--- src/rtl/pip_pkg.sv ---
// ----------------------------------------------------------------------------
// pip_pkg
// Shared types for the point-in-polygon crossing-number block.
// ----------------------------------------------------------------------------
package pip_pkg;

  // Command class decided by the front end
  typedef enum logic [1:0] {
    OP_APPEND  = 2'd0,
    OP_RESTART = 2'd1,
    OP_QUERY   = 2'd2
  } op_e;

  // Back-end sequencer, one-hot
  typedef enum logic [2:0] {
    ST_IDLE  = 3'b001,
    ST_WALK  = 3'b010,
    ST_DRAIN = 3'b100
  } state_e;

  typedef struct packed {
    logic idle;
    logic walking;
    logic draining;
  } bk_stat_t;

endpackage

--- src/rtl/pip_ram.sv ---
// ----------------------------------------------------------------------------
// pip_ram
// Generic simple dual-port RAM, one write port, one registered read port.
// ----------------------------------------------------------------------------
module pip_ram #(
  parameter int WIDTH = 32,
  parameter int DEPTH = 64
) (
  input  logic                     clk_i,
  input  logic                     we_i,
  input  logic [$clog2(DEPTH)-1:0] waddr_i,
  input  logic [WIDTH-1:0]         wdata_i,
  input  logic [$clog2(DEPTH)-1:0] raddr_i,
  output logic [WIDTH-1:0]         rdata_o
);

  logic [WIDTH-1:0] mem [DEPTH];
  logic [WIDTH-1:0] rdata_q;

  always_ff @(posedge clk_i) begin
    if (we_i) begin
      mem[waddr_i] <= wdata_i;
    end
    rdata_q <= mem[raddr_i];
  end

  assign rdata_o = rdata_q;

endmodule

--- src/rtl/pip_front.sv ---
// ----------------------------------------------------------------------------
// pip_front
// Accepts items, classifies them and holds them in a two-entry queue.
// ----------------------------------------------------------------------------
module pip_front
  import pip_pkg::*;
#(
  parameter int COORD_BITS = 16
) (
  input  logic                         clk_i,
  input  logic                         rst_ni,
  input  logic                         start_i,
  output logic                         busy_o,
  input  logic                         mode_i,
  input  logic                         start_polygon_i,
  input  logic signed [COORD_BITS-1:0] coord_x_i,
  input  logic signed [COORD_BITS-1:0] coord_y_i,
  output logic                         cmd_valid_o,
  output op_e                          cmd_op_o,
  output logic signed [COORD_BITS-1:0] cmd_x_o,
  output logic signed [COORD_BITS-1:0] cmd_y_o,
  input  logic                         cmd_pop_i
);

  op_e                          op_q [2];
  logic signed [COORD_BITS-1:0] x_q  [2];
  logic signed [COORD_BITS-1:0] y_q  [2];
  logic                         wptr_q, wptr_d;
  logic                         rptr_q, rptr_d;
  logic [1:0]                   fill_q, fill_d;
  logic                         push;
  logic                         pop;
  op_e                          op_in;

  assign busy_o = (fill_q == 2'd2);
  assign push   = start_i && !busy_o;
  assign pop    = cmd_pop_i && (fill_q != 2'd0);

  always_comb begin
    if (mode_i) begin
      op_in = OP_QUERY;
    end else if (start_polygon_i) begin
      op_in = OP_RESTART;
    end else begin
      op_in = OP_APPEND;
    end
  end

  always_comb begin
    wptr_d = wptr_q;
    rptr_d = rptr_q;
    fill_d = fill_q;
    if (push) begin
      wptr_d = ~wptr_q;
    end
    if (pop) begin
      rptr_d = ~rptr_q;
    end
    case ({push, pop})
      2'b10:   fill_d = fill_q + 2'd1;
      2'b01:   fill_d = fill_q - 2'd1;
      default: fill_d = fill_q;
    endcase
  end

  always_ff @(posedge clk_i or negedge rst_ni) begin
    if (!rst_ni) begin
      wptr_q <= 1'b0;
      rptr_q <= 1'b0;
      fill_q <= 2'd0;
    end else begin
      wptr_q <= wptr_d;
      rptr_q <= rptr_d;
      fill_q <= fill_d;
    end
  end

  always_ff @(posedge clk_i) begin
    if (push) begin
      op_q[wptr_q] <= op_in;
      x_q[wptr_q]  <= coord_x_i;
      y_q[wptr_q]  <= coord_y_i;
    end
  end

  assign cmd_valid_o = (fill_q != 2'd0);
  assign cmd_op_o    = op_q[rptr_q];
  assign cmd_x_o     = x_q[rptr_q];
  assign cmd_y_o     = y_q[rptr_q];

endmodule

--- src/rtl/pip_back.sv ---
// ----------------------------------------------------------------------------
// pip_back
// Executes queued commands: stores vertices, walks the edges for a query.
// ----------------------------------------------------------------------------
module pip_back
  import pip_pkg::*;
#(
  parameter int MAX_VERTICES = 64,
  parameter int COORD_BITS   = 16
) (
  input  logic                         clk_i,
  input  logic                         rst_ni,
  input  logic                         cmd_valid_i,
  input  op_e                          cmd_op_i,
  input  logic signed [COORD_BITS-1:0] cmd_x_i,
  input  logic signed [COORD_BITS-1:0] cmd_y_i,
  output logic                         cmd_pop_o,
  output logic                         res_valid_o,
  output logic                         inside_res_o,
  output logic                         vertices_dropped_o,
  output bk_stat_t                     stat_o
);

  localparam int AW = $clog2(MAX_VERTICES);
  localparam int CW = $clog2(MAX_VERTICES + 1);
  localparam int DW = COORD_BITS + 1;
  localparam int PW = 2 * DW;

  state_e                       state_q, state_d;
  logic [CW-1:0]                cnt_q, cnt_d;
  logic                         ovf_q, ovf_d;
  logic signed [COORD_BITS-1:0] px_q, px_d;
  logic signed [COORD_BITS-1:0] py_q, py_d;
  logic [AW-1:0]                addr_q, addr_d;
  logic                         rd_v_q, rd_v_d;
  logic                         first_q, first_d;
  logic                         par_q, par_d;
  logic                         res_v_q, res_v_d;
  logic                         inside_q, inside_d;
  logic                         drop_q, drop_d;

  logic                         we;
  logic [AW-1:0]                waddr;
  logic [CW-1:0]                base;
  logic [AW-1:0]                last_addr;
  logic [2*COORD_BITS-1:0]      rdata;

  // edge pipeline
  logic signed [COORD_BITS-1:0] x0_q, y0_q;
  logic signed [COORD_BITS-1:0] x1, y1;
  logic                         crossing;
  logic                         a_v_q, a_up_q;
  logic signed [DW-1:0]         dx0_q, dy_q, ey_q, ex_q;
  logic                         b_v_q, b_up_q;
  logic signed [PW-1:0]         p1_q, p2_q;
  logic                         hit;

  pip_ram #(
    .WIDTH (2 * COORD_BITS),
    .DEPTH (MAX_VERTICES)
  ) u_ram (
    .clk_i   (clk_i),
    .we_i    (we),
    .waddr_i (waddr),
    .wdata_i ({cmd_x_i, cmd_y_i}),
    .raddr_i (addr_q),
    .rdata_o (rdata)
  );

  assign last_addr = AW'(cnt_q - CW'(1));
  assign hit       = b_up_q ? (p1_q < p2_q) : (p1_q > p2_q);

  always_comb begin
    state_d   = state_q;
    cnt_d     = cnt_q;
    ovf_d     = ovf_q;
    px_d      = px_q;
    py_d      = py_q;
    addr_d    = addr_q;
    rd_v_d    = 1'b0;
    first_d   = first_q;
    par_d     = par_q ^ (b_v_q & hit);
    res_v_d   = 1'b0;
    inside_d  = inside_q;
    drop_d    = drop_q;
    we        = 1'b0;
    cmd_pop_o = 1'b0;
    base      = (cmd_op_i == OP_RESTART) ? '0 : cnt_q;
    waddr     = base[AW-1:0];
    case (state_q)
      ST_IDLE: begin
        if (cmd_valid_i) begin
          cmd_pop_o = 1'b1;
          case (cmd_op_i)
            OP_APPEND, OP_RESTART: begin
              if (cmd_op_i == OP_RESTART) begin
                ovf_d = 1'b0;
              end
              if (base < CW'(MAX_VERTICES)) begin
                we    = 1'b1;
                cnt_d = base + CW'(1);
              end else begin
                ovf_d = 1'b1;
              end
            end
            OP_QUERY: begin
              px_d  = cmd_x_i;
              py_d  = cmd_y_i;
              par_d = 1'b0;
              if (cnt_q < CW'(2)) begin
                res_v_d  = 1'b1;
                inside_d = 1'b0;
                drop_d   = ovf_q;
              end else begin
                addr_d  = '0;
                state_d = ST_WALK;
              end
            end
            default: ;
          endcase
        end
      end
      ST_WALK: begin
        // one vertex read per cycle
        rd_v_d  = 1'b1;
        first_d = (addr_q == '0);
        if (addr_q == last_addr) begin
          state_d = ST_DRAIN;
        end else begin
          addr_d = addr_q + AW'(1);
        end
      end
      ST_DRAIN: begin
        if (!rd_v_q && !a_v_q && !b_v_q) begin
          res_v_d  = 1'b1;
          inside_d = par_q;
          drop_d   = ovf_q;
          state_d  = ST_IDLE;
        end
      end
      default: state_d = ST_IDLE;
    endcase
  end

  always_ff @(posedge clk_i or negedge rst_ni) begin
    if (!rst_ni) begin
      state_q <= ST_IDLE;
      cnt_q   <= '0;
      ovf_q   <= 1'b0;
      addr_q  <= '0;
      rd_v_q  <= 1'b0;
      first_q <= 1'b0;
      par_q   <= 1'b0;
      res_v_q <= 1'b0;
      a_v_q   <= 1'b0;
      b_v_q   <= 1'b0;
    end else begin
      state_q <= state_d;
      cnt_q   <= cnt_d;
      ovf_q   <= ovf_d;
      addr_q  <= addr_d;
      rd_v_q  <= rd_v_d;
      first_q <= first_d;
      par_q   <= par_d;
      res_v_q <= res_v_d;
      a_v_q   <= rd_v_q && !first_q && crossing;
      b_v_q   <= a_v_q;
    end
  end

  // stage A: edge from the previous vertex to the one just read
  assign x1       = rdata[2*COORD_BITS-1:COORD_BITS];
  assign y1       = rdata[COORD_BITS-1:0];
  assign crossing = ((y0_q <= py_q) && (y1 > py_q)) || ((y0_q > py_q) && (y1 <= py_q));

  always_ff @(posedge clk_i) begin
    px_q     <= px_d;
    py_q     <= py_d;
    inside_q <= inside_d;
    drop_q   <= drop_d;
    if (rd_v_q) begin
      x0_q <= x1;
      y0_q <= y1;
    end
    // upward edge when the previous vertex is at or below the point
    a_up_q <= (y0_q <= py_q);
    dx0_q  <= DW'(px_q) - DW'(x0_q);
    dy_q   <= DW'(y1) - DW'(y0_q);
    ey_q   <= DW'(py_q) - DW'(y0_q);
    ex_q   <= DW'(x1) - DW'(x0_q);
    // stage B: exact cross products
    b_up_q <= a_up_q;
    p1_q   <= PW'(dx0_q) * PW'(dy_q);
    p2_q   <= PW'(ey_q) * PW'(ex_q);
  end

  assign res_valid_o        = res_v_q;
  assign inside_res_o       = inside_q;
  assign vertices_dropped_o = drop_q;

  assign stat_o.idle     = (state_q == ST_IDLE);
  assign stat_o.walking  = (state_q == ST_WALK);
  assign stat_o.draining = (state_q == ST_DRAIN);

endmodule

--- src/rtl/point_in_polygon_crossing_top.sv ---
// A vertex append is written to the vertex RAM in the cycle it leaves the queue; a
// query over n >= 2 stored vertices walks the vertex RAM and drains edge stages A and
// B before its result is given; if n < 2 the result comes in the cycle after it leaves the queue.
// Throughput: one vertex read per cycle from the vertex RAM during a query walk;
// appends go at one per cycle while the back end is idle. The receiver cannot stall.
// Reset clears the vertex count, overflow flag, queue and sequencer, not the vertex RAM.
// ----------------------------------------------------------------------------
// point_in_polygon_crossing_top
// Crossing-number point-in-polygon test over a stored vertex list.
// ----------------------------------------------------------------------------
module point_in_polygon_crossing_top
  import pip_pkg::*;
#(
  parameter int MAX_VERTICES = 64,
  parameter int COORD_BITS   = 16
) (
  input  logic                         clk_i,
  input  logic                         rst_ni,
  input  logic                         start,
  output logic                         busy,
  input  logic                         mode_i,
  input  logic                         start_polygon_i,
  input  logic signed [COORD_BITS-1:0] coord_x_i,
  input  logic signed [COORD_BITS-1:0] coord_y_i,
  output logic                         valid_o,
  output logic                         inside_res_o,
  output logic                         vertices_dropped_o
);

  logic                         cmd_valid;
  op_e                          cmd_op;
  logic signed [COORD_BITS-1:0] cmd_x;
  logic signed [COORD_BITS-1:0] cmd_y;
  logic                         cmd_pop;
  bk_stat_t                     bk_stat;

  pip_front #(
    .COORD_BITS (COORD_BITS)
  ) u_front (
    .clk_i           (clk_i),
    .rst_ni          (rst_ni),
    .start_i         (start),
    .busy_o          (busy),
    .mode_i          (mode_i),
    .start_polygon_i (start_polygon_i),
    .coord_x_i       (coord_x_i),
    .coord_y_i       (coord_y_i),
    .cmd_valid_o     (cmd_valid),
    .cmd_op_o        (cmd_op),
    .cmd_x_o         (cmd_x),
    .cmd_y_o         (cmd_y),
    .cmd_pop_i       (cmd_pop)
  );

  pip_back #(
    .MAX_VERTICES (MAX_VERTICES),
    .COORD_BITS   (COORD_BITS)
  ) u_back (
    .clk_i              (clk_i),
    .rst_ni             (rst_ni),
    .cmd_valid_i        (cmd_valid),
    .cmd_op_i           (cmd_op),
    .cmd_x_i            (cmd_x),
    .cmd_y_i            (cmd_y),
    .cmd_pop_o          (cmd_pop),
    .res_valid_o        (valid_o),
    .inside_res_o       (inside_res_o),
    .vertices_dropped_o (vertices_dropped_o),
    .stat_o             (bk_stat)
  );

`ifndef SYNTH
  // results come only from an idle short query or the end of a drain
  a_res_source: assert property (@(posedge clk_i) disable iff (!rst_ni)
    valid_o |-> $past(bk_stat.idle || bk_stat.draining))
    else $error("result without a finished query");

  a_pop_idle: assert property (@(posedge clk_i) disable iff (!rst_ni)
    cmd_pop |-> bk_stat.idle)
    else $error("queue popped while back end busy");

  a_walk_exit: assert property (@(posedge clk_i) disable iff (!rst_ni)
    bk_stat.walking |=> (bk_stat.walking || bk_stat.draining))
    else $error("edge walk left without draining");

  a_no_res_walk: assert property (@(posedge clk_i) disable iff (!rst_ni)
    $past(bk_stat.walking) |-> !valid_o)
    else $error("result during edge walk");
`endif

endmodule
--- config.mk ---
export PLATFORM = sky130hd
export DESIGN_NAME = point_in_polygon_crossing_top
export DESIGN_NICKNAME = d
export VERILOG_FILES = /design/src/rtl/pip_pkg.sv /design/src/rtl/pip_ram.sv /design/src/rtl/pip_front.sv /design/src/rtl/pip_back.sv /design/src/rtl/point_in_polygon_crossing_top.sv
export SDC_FILE = /design/constraint.sdc
export NUM_CORES = 2
export LEC_CHECK = 0
export ABC_AREA = 1
export BUFFER_PORTS_ARGS = -buffer_cell sky130_fd_sc_hd__buf_2
export CORE_UTILIZATION = 40
export CTS_CLUSTER_SIZE = 10
export DETAILED_ROUTE_END_ITERATION = 6
export SETUP_SLACK_MARGIN = 0.02
export SLEW_MARGIN = 5
export SYNTH_ARGS = -nofsm -noshare
export SYNTH_HDL_FRONTEND = slang
export SYNTH_HIERARCHICAL = 1
export SYNTH_SLANG_ARGS = --single-unit
--- constraint.sdc ---
create_clock -name clk_i -period 7.7 [get_ports clk_i]
set_clock_uncertainty 0.05 [all_clocks]
set_input_delay 0.385 -clock clk_i [delete_from_list [all_inputs] [get_ports clk_i]]
set_output_delay 0.385 -clock clk_i [all_outputs]
set_load 0.005 [all_outputs]
======== Word level (Yosys, flattened, before mapping) ========
Memories as Yosys holds them, arrays and structs flattened. A register that Yosys moved wholly into a read port is not among the register bits.
Index checks and enable logic that the tools add are counted.
storage, ports and cells
  bits in registers ....................... 231
  logic and storage cells ................. 145
  memories ................................ 4
  RAM bits ................................ 2116
  output and inout port bits .............. 4
  input bits .............................. 37
memory list
  name              depth  width  read ports  clocked after memory_dff  wr ports  RTL line         text
  u_back.u_ram.mem  64     32     1           1                         1         pip_ram.sv:17    logic [WIDTH-1:0] mem [DEPTH];
  u_front.x_q       2      16     1           0                         1         pip_front.sv:26  logic signed [COORD_BITS-1:0] x_q [2];
  u_front.y_q       2      16     1           0                         1         pip_front.sv:27  logic signed [COORD_BITS-1:0] y_q [2];
  u_front.op_q      2      2      1           0                         1         pip_front.sv:25  op_e op_q [2];
operators by class
  bitwise gates (word level) .............. 4
  $mul .................................... 2
  add/subtract/negate cells ............... 9
  mux-type cells .......................... 47
  reductions and logical operators ........ 27
  $lt $le $gt $ge ......................... 8
  equality and inequality tests ........... 17
operator list
  operator                                               count
  multiplier 17 x 17 -> 34 bit                           2
  subtractor 16 x 16 -> 17 bit                           4
  > comparator 34 bit                                    1
  < comparator 34 bit                                    1
  > comparator 16 bit                                    2
  less-or-equal comparator 16 bit                        2
  two-way mux 1 bit                                      30
  two-way mux 6 bit                                      4
  two-way mux 3 bit                                      5
  AND reduction 5 bit                                    3
  one-hot mux 6 bit (2 select lines)                     1
  inequality test 2 x 1 -> 1 bit, second input constant  5
  one-hot mux 3 bit (3 select lines)                     1
  logical AND 1 bit                                      8
  AND reduction 4 bit                                    2
  nonzero test 2 bit                                     4
  adder 7 x 1 -> 7 bit, second input constant            1
  < comparator 7 x 2 -> 1 bit, second input constant     1
  < comparator 7 bit, second input constant              1
  two-way mux 7 bit                                      1
  adder 6 x 1 -> 6 bit, second input constant            1
  == test 2 bit, second input constant                   3
  == test 6 bit                                          1
  logical NOT 6 bit                                      1
  other kinds (19)                                       29

======== Depth between registers and ports, before layout ========
An unclocked memory read counts as a cell.
  word-level depth ........................ 10
  gate-level depth with buffers ........... 30
  depth with buffers taken out ............ 28

======== Cells and area by module ========
Netlist, hierarchy kept.
modules (own cells, without submodules)
  module     sequential area each (um^2)  cells each  times used  area an instance (um^2)
  pip_ram    62139.6                      6769        1           82738.1
  pip_back   5321.4                       3931        1           33224.4
  pip_front  2142.1                       211         1           3071.7

======== Worst setup path before layout ========
No wires, ideal clock.
  path kind ............................... register to register
  start point ............................. register u_back.ey_q[16]
  end point ............................... register u_back.p2_q[33]
  library setup time ...................... 0.120 ns
  clock period less this slack ............ 5.662 ns
  data required time ...................... 7.530 ns
  stages on the path, launching flop included .. 22
  path buffers ............................ 2
  slack ................................... 2.038 ns
  arrival ................................. 5.492 ns
  path through ............................ dfxtp_1 -> clkbuf_1 -> clkbuf_1 -> nand2_1 -> inv_1 -> fa_1 -> fa_1 -> fa_1 -> fa_1 -> fa_1 -> inv_1 -> fa_1 -> inv_1 -> ha_1 -> nand2_1 -> nor2_1 -> nand2_1 -> inv_1 -> nand2_1 -> o211ai_2 -> a31oi_1 -> xnor2_1
on the way
  longest elaborated chain between the ends .. 1
RTL lines
  element                       RTL line         text
  from (decl)                   pip_back.sv:53   logic signed [DW-1:0] dx0_q, dy_q, ey_q, ex_q;
  from (signal assigned)        pip_back.sv:189  ey_q <= DW'(py_q) - DW'(y0_q);
  multiplier 17 x 17 -> 34 bit  pip_back.sv:194  p2_q <= PW'(ey_q) * PW'(ex_q);
  to (signal assigned)          pip_back.sv:194
  to (decl)                     pip_back.sv:55   logic signed [PW-1:0] p1_q, p2_q;
No other way between the ends.
A chain may end at the register's enable or synchronous reset.

======== Final worst setup path ========
  start point ............................. register u_back.dy_q[2]
  end point ............................... register u_back.p1_q[29]
on the way
  longest elaborated chain between the ends .. 1
RTL lines
  element                       RTL line         text
  from (decl)                   pip_back.sv:53
  from (signal assigned)        pip_back.sv:188  dy_q <= DW'(y1) - DW'(y0_q);
  multiplier 17 x 17 -> 34 bit  pip_back.sv:193  p1_q <= PW'(dx0_q) * PW'(dy_q);
  to (signal assigned)          pip_back.sv:193
  to (decl)                     pip_back.sv:55
No other way between the ends.

==> results.cfg <==
[setup_path]
critPathTopFamily = adder cells
ff2ff_path_depth = 20
crit_buf_inv = 4
crit_type = reg -> reg
required_ns = 8.38
slowest_stage = fa_1
cp_max_fo = 17
cp.arrival_ns = 6.98
rrSetupSlack_ns = 1.40
max_stage_delay_ns = 0.89
cp_cell_sequence = nand2_1 -> inv_1 -> fa_1 -> fa_1 -> fa_1 -> fa_1 -> fa_1 -> inv_1 -> fa_1 -> inv_1 -> ha_1 -> nand2_1 -> nor2_1 -> inv_1 -> nor2_1 -> nand3_1 -> nand3_1 -> nand3_1 -> nand2_1 -> xor2_1
r2r-end = u_back/p1_q[29]
cpMostUsedCell = fa_1
worstReg2RegStart = u_back/dy_q[2]
cp-start-kind = register
worstSetupEndpointType = register

[timing]
final.setup.tns_ns = 0
tightest_slew_ns = 1.212
fin_crit_ns = 6.305
setup_violations = 0
final-hold-violation-count = 0
relSlewSlack = 0.1898
period_share = 0.8188
drv_slew = 0
setup_ws_ns = 1.395
max_freq_mhz = 158.6
rsz0062_at_grt = false

[detailed_routing]
wl_per_cell_microns = 22.83
maxUsedRoutingLayer = met5
route.vias.total = 79783
drt-met1-wl_mm = 143.6
wl_met3_mm = 26.66
dr_wl_met2_mm = 156.0
vias_per_cell = 5.365
firstDrtPassIters = 5
ant_nets = 1
drc = 0
wirelength_mm = 339.5
drt_iter0_drc = 7910

[global_routing]
grt_antenna_before_repair = 10
grtUsageTotal = 0.2236
grt_pass1_vias = 78258
globalRouteOverflowTotal = 0
grt_pass1_wl_mm = 503.4
grt_max_degree = 189

[clock_tree]
htree_levels = 5
root_buffer = clkbuf_16
path_clk_slew_ns = 0.05
cts_buffers = 286
clockBufferDepth = 4
cts_tree = built
clkLatencyLatePin_ns = 0.87
clock-sinks = 2379

[place]
numPortBuffers = 40
place_ws_ns = 1.330
hpwl_mm = 196.8
placedCellCount = 14445
gp_congestion = 0.8767

[synthesis]
netlist_area_sq_um = 119000
syn_nets = 11832
synth_cells = 10909
yosysWarnings = 6
avgSynthCellArea_sq_um = 10.91

[run]
cap_violations = 0

[final_layout]
fin_cells = 14870
utilization = 0.4458
syn2layout_area_growth_pct = 10.52
nets = 11773
drive_above_1_share = 0.06827

[floorplanning]
ios = 41
row_count = 199
die_h_microns = 547.5
initial_utilization = 0.4034
die_w_microns = 547.5
die-area_sq_um = 299700
core_region_area_sq_um = 295100

[worst_hold_path]
min_path_type = in -> async

[outcome]
violations = antenna violations
outcome = finished, violations left
[worst max path at each step]
stage | startpoint | end | slack (ns) | depth (start not counted)
6_report | u_back/dy_q[2] | u_back/p1_q[29] | 1.40 | 20
5_1_grt | u_back/dy_q[5] | u_back/p1_q[29] | 0.99 | 20
4_1_cts | u_back/dy_q[2] | u_back/p1_q[29] | 1.37 | 20
3_5_place_dp | u_back/dy_q[2] | u_back/p1_q[29] | 1.33 | 20
3_3_place_gp | u_back/dy_q[5] | u_back/p1_q[29] | 1.30 | 20
2_1_floorplan | u_back/ey_q[16] | u_back/p2_q[33] | 2.04 | 21
[what timing repair did]
action | in CTS | in global routing
hold endpoints to repair | 97 | 0
buffers inserted | 0 | 0
hold buffers | 36 | 0
resized for setup | 0 | 0
[cell usage in the layout, fill, tap and decap left out, drive strengths merged, types with 10 or more instances in the layout]
cell type and instances:
dlygate4sd3 36, nand2 3201, nand3 1970, nor3 17
a21o 17, ha 290, fa 596, nor4 10
dfxtp 170, nand4 33, diode 23, o21ai 71
a31oi 12, clkbuf 342, dfrtp 26, edfxtp 2182
a21oi 144, buf 207, xnor2 56, inv 1192
nor2 190, xor2 85
[area by class of cell]
cell class | instances | area, sq um
clock buffers | 342 | 7526
well taps | 3919 | 4903
diodes | 23 | 57.56
clock inverters | 24 | 305.3
multi-input cells | 6758 | 42620
inverters | 1182 | 4481
repair buffers | 243 | 2027
flip-flops and latches | 2379 | 69620
fillers | 27015 | 163500
[registers in the layout, summed over array words and instances, names as in the netlist, 2 cells and up]
signal	count
u_back/p1_q	34
u_back/ex_q	17
u_front/fill_q	2
u_back/px_q	16
u_front/y_q	32
u_back/x0_q	16
u_back/cnt_q	7
u_back/addr_q	6
u_back/py_q	16
u_back/p2_q	34
u_back/u_ram/mem	2048
u_back/dx0_q	17
u_back/u_ram/rdata_o	32
u_front/op_q	4
u_back/dy_q	17
u_back/ey_q	17
u_back/state_q	3
u_front/x_q	32
u_back/y0_q	16
[worst reg2reg max path, cell delays in order (launching register included)]
cell and delay, ns:
dfxtp_1 0.77, nand2_1 0.22, inv_1 0.17, fa_1 0.55
fa_1 0.89, fa_1 0.53, fa_1 0.50, fa_1 0.50
inv_1 0.05, fa_1 0.47, inv_1 0.04, ha_1 0.37
nand2_1 0.11, nor2_1 0.22, inv_1 0.09, nor2_1 0.14
nand3_1 0.10, nand3_1 0.16, nand3_1 0.09, nand2_1 0.08
xor2_1 0.14
[through the flow]
stage | area, sq um | hold WS, ns
finish | 131500 | 0.08134
global route | 131500 | 0.1300
CTS | 131500 | 0.06916
detailed placement | 123300 | 0.3105
global placement | 123300 | 0.3078
floorplan | 119000 | 0.03941
[routing by layer]
metal  up-vias  global-route usage
met5         -                   0
li1      36071                   -
met2      3280              0.3556
met3       628             0.03385
met4         2             0.08651
met1     39802              0.3090
Power is left out: the tool's default activity adds up to more than one toggle a clock period on the data nets, which glitch-free logic cannot reach.
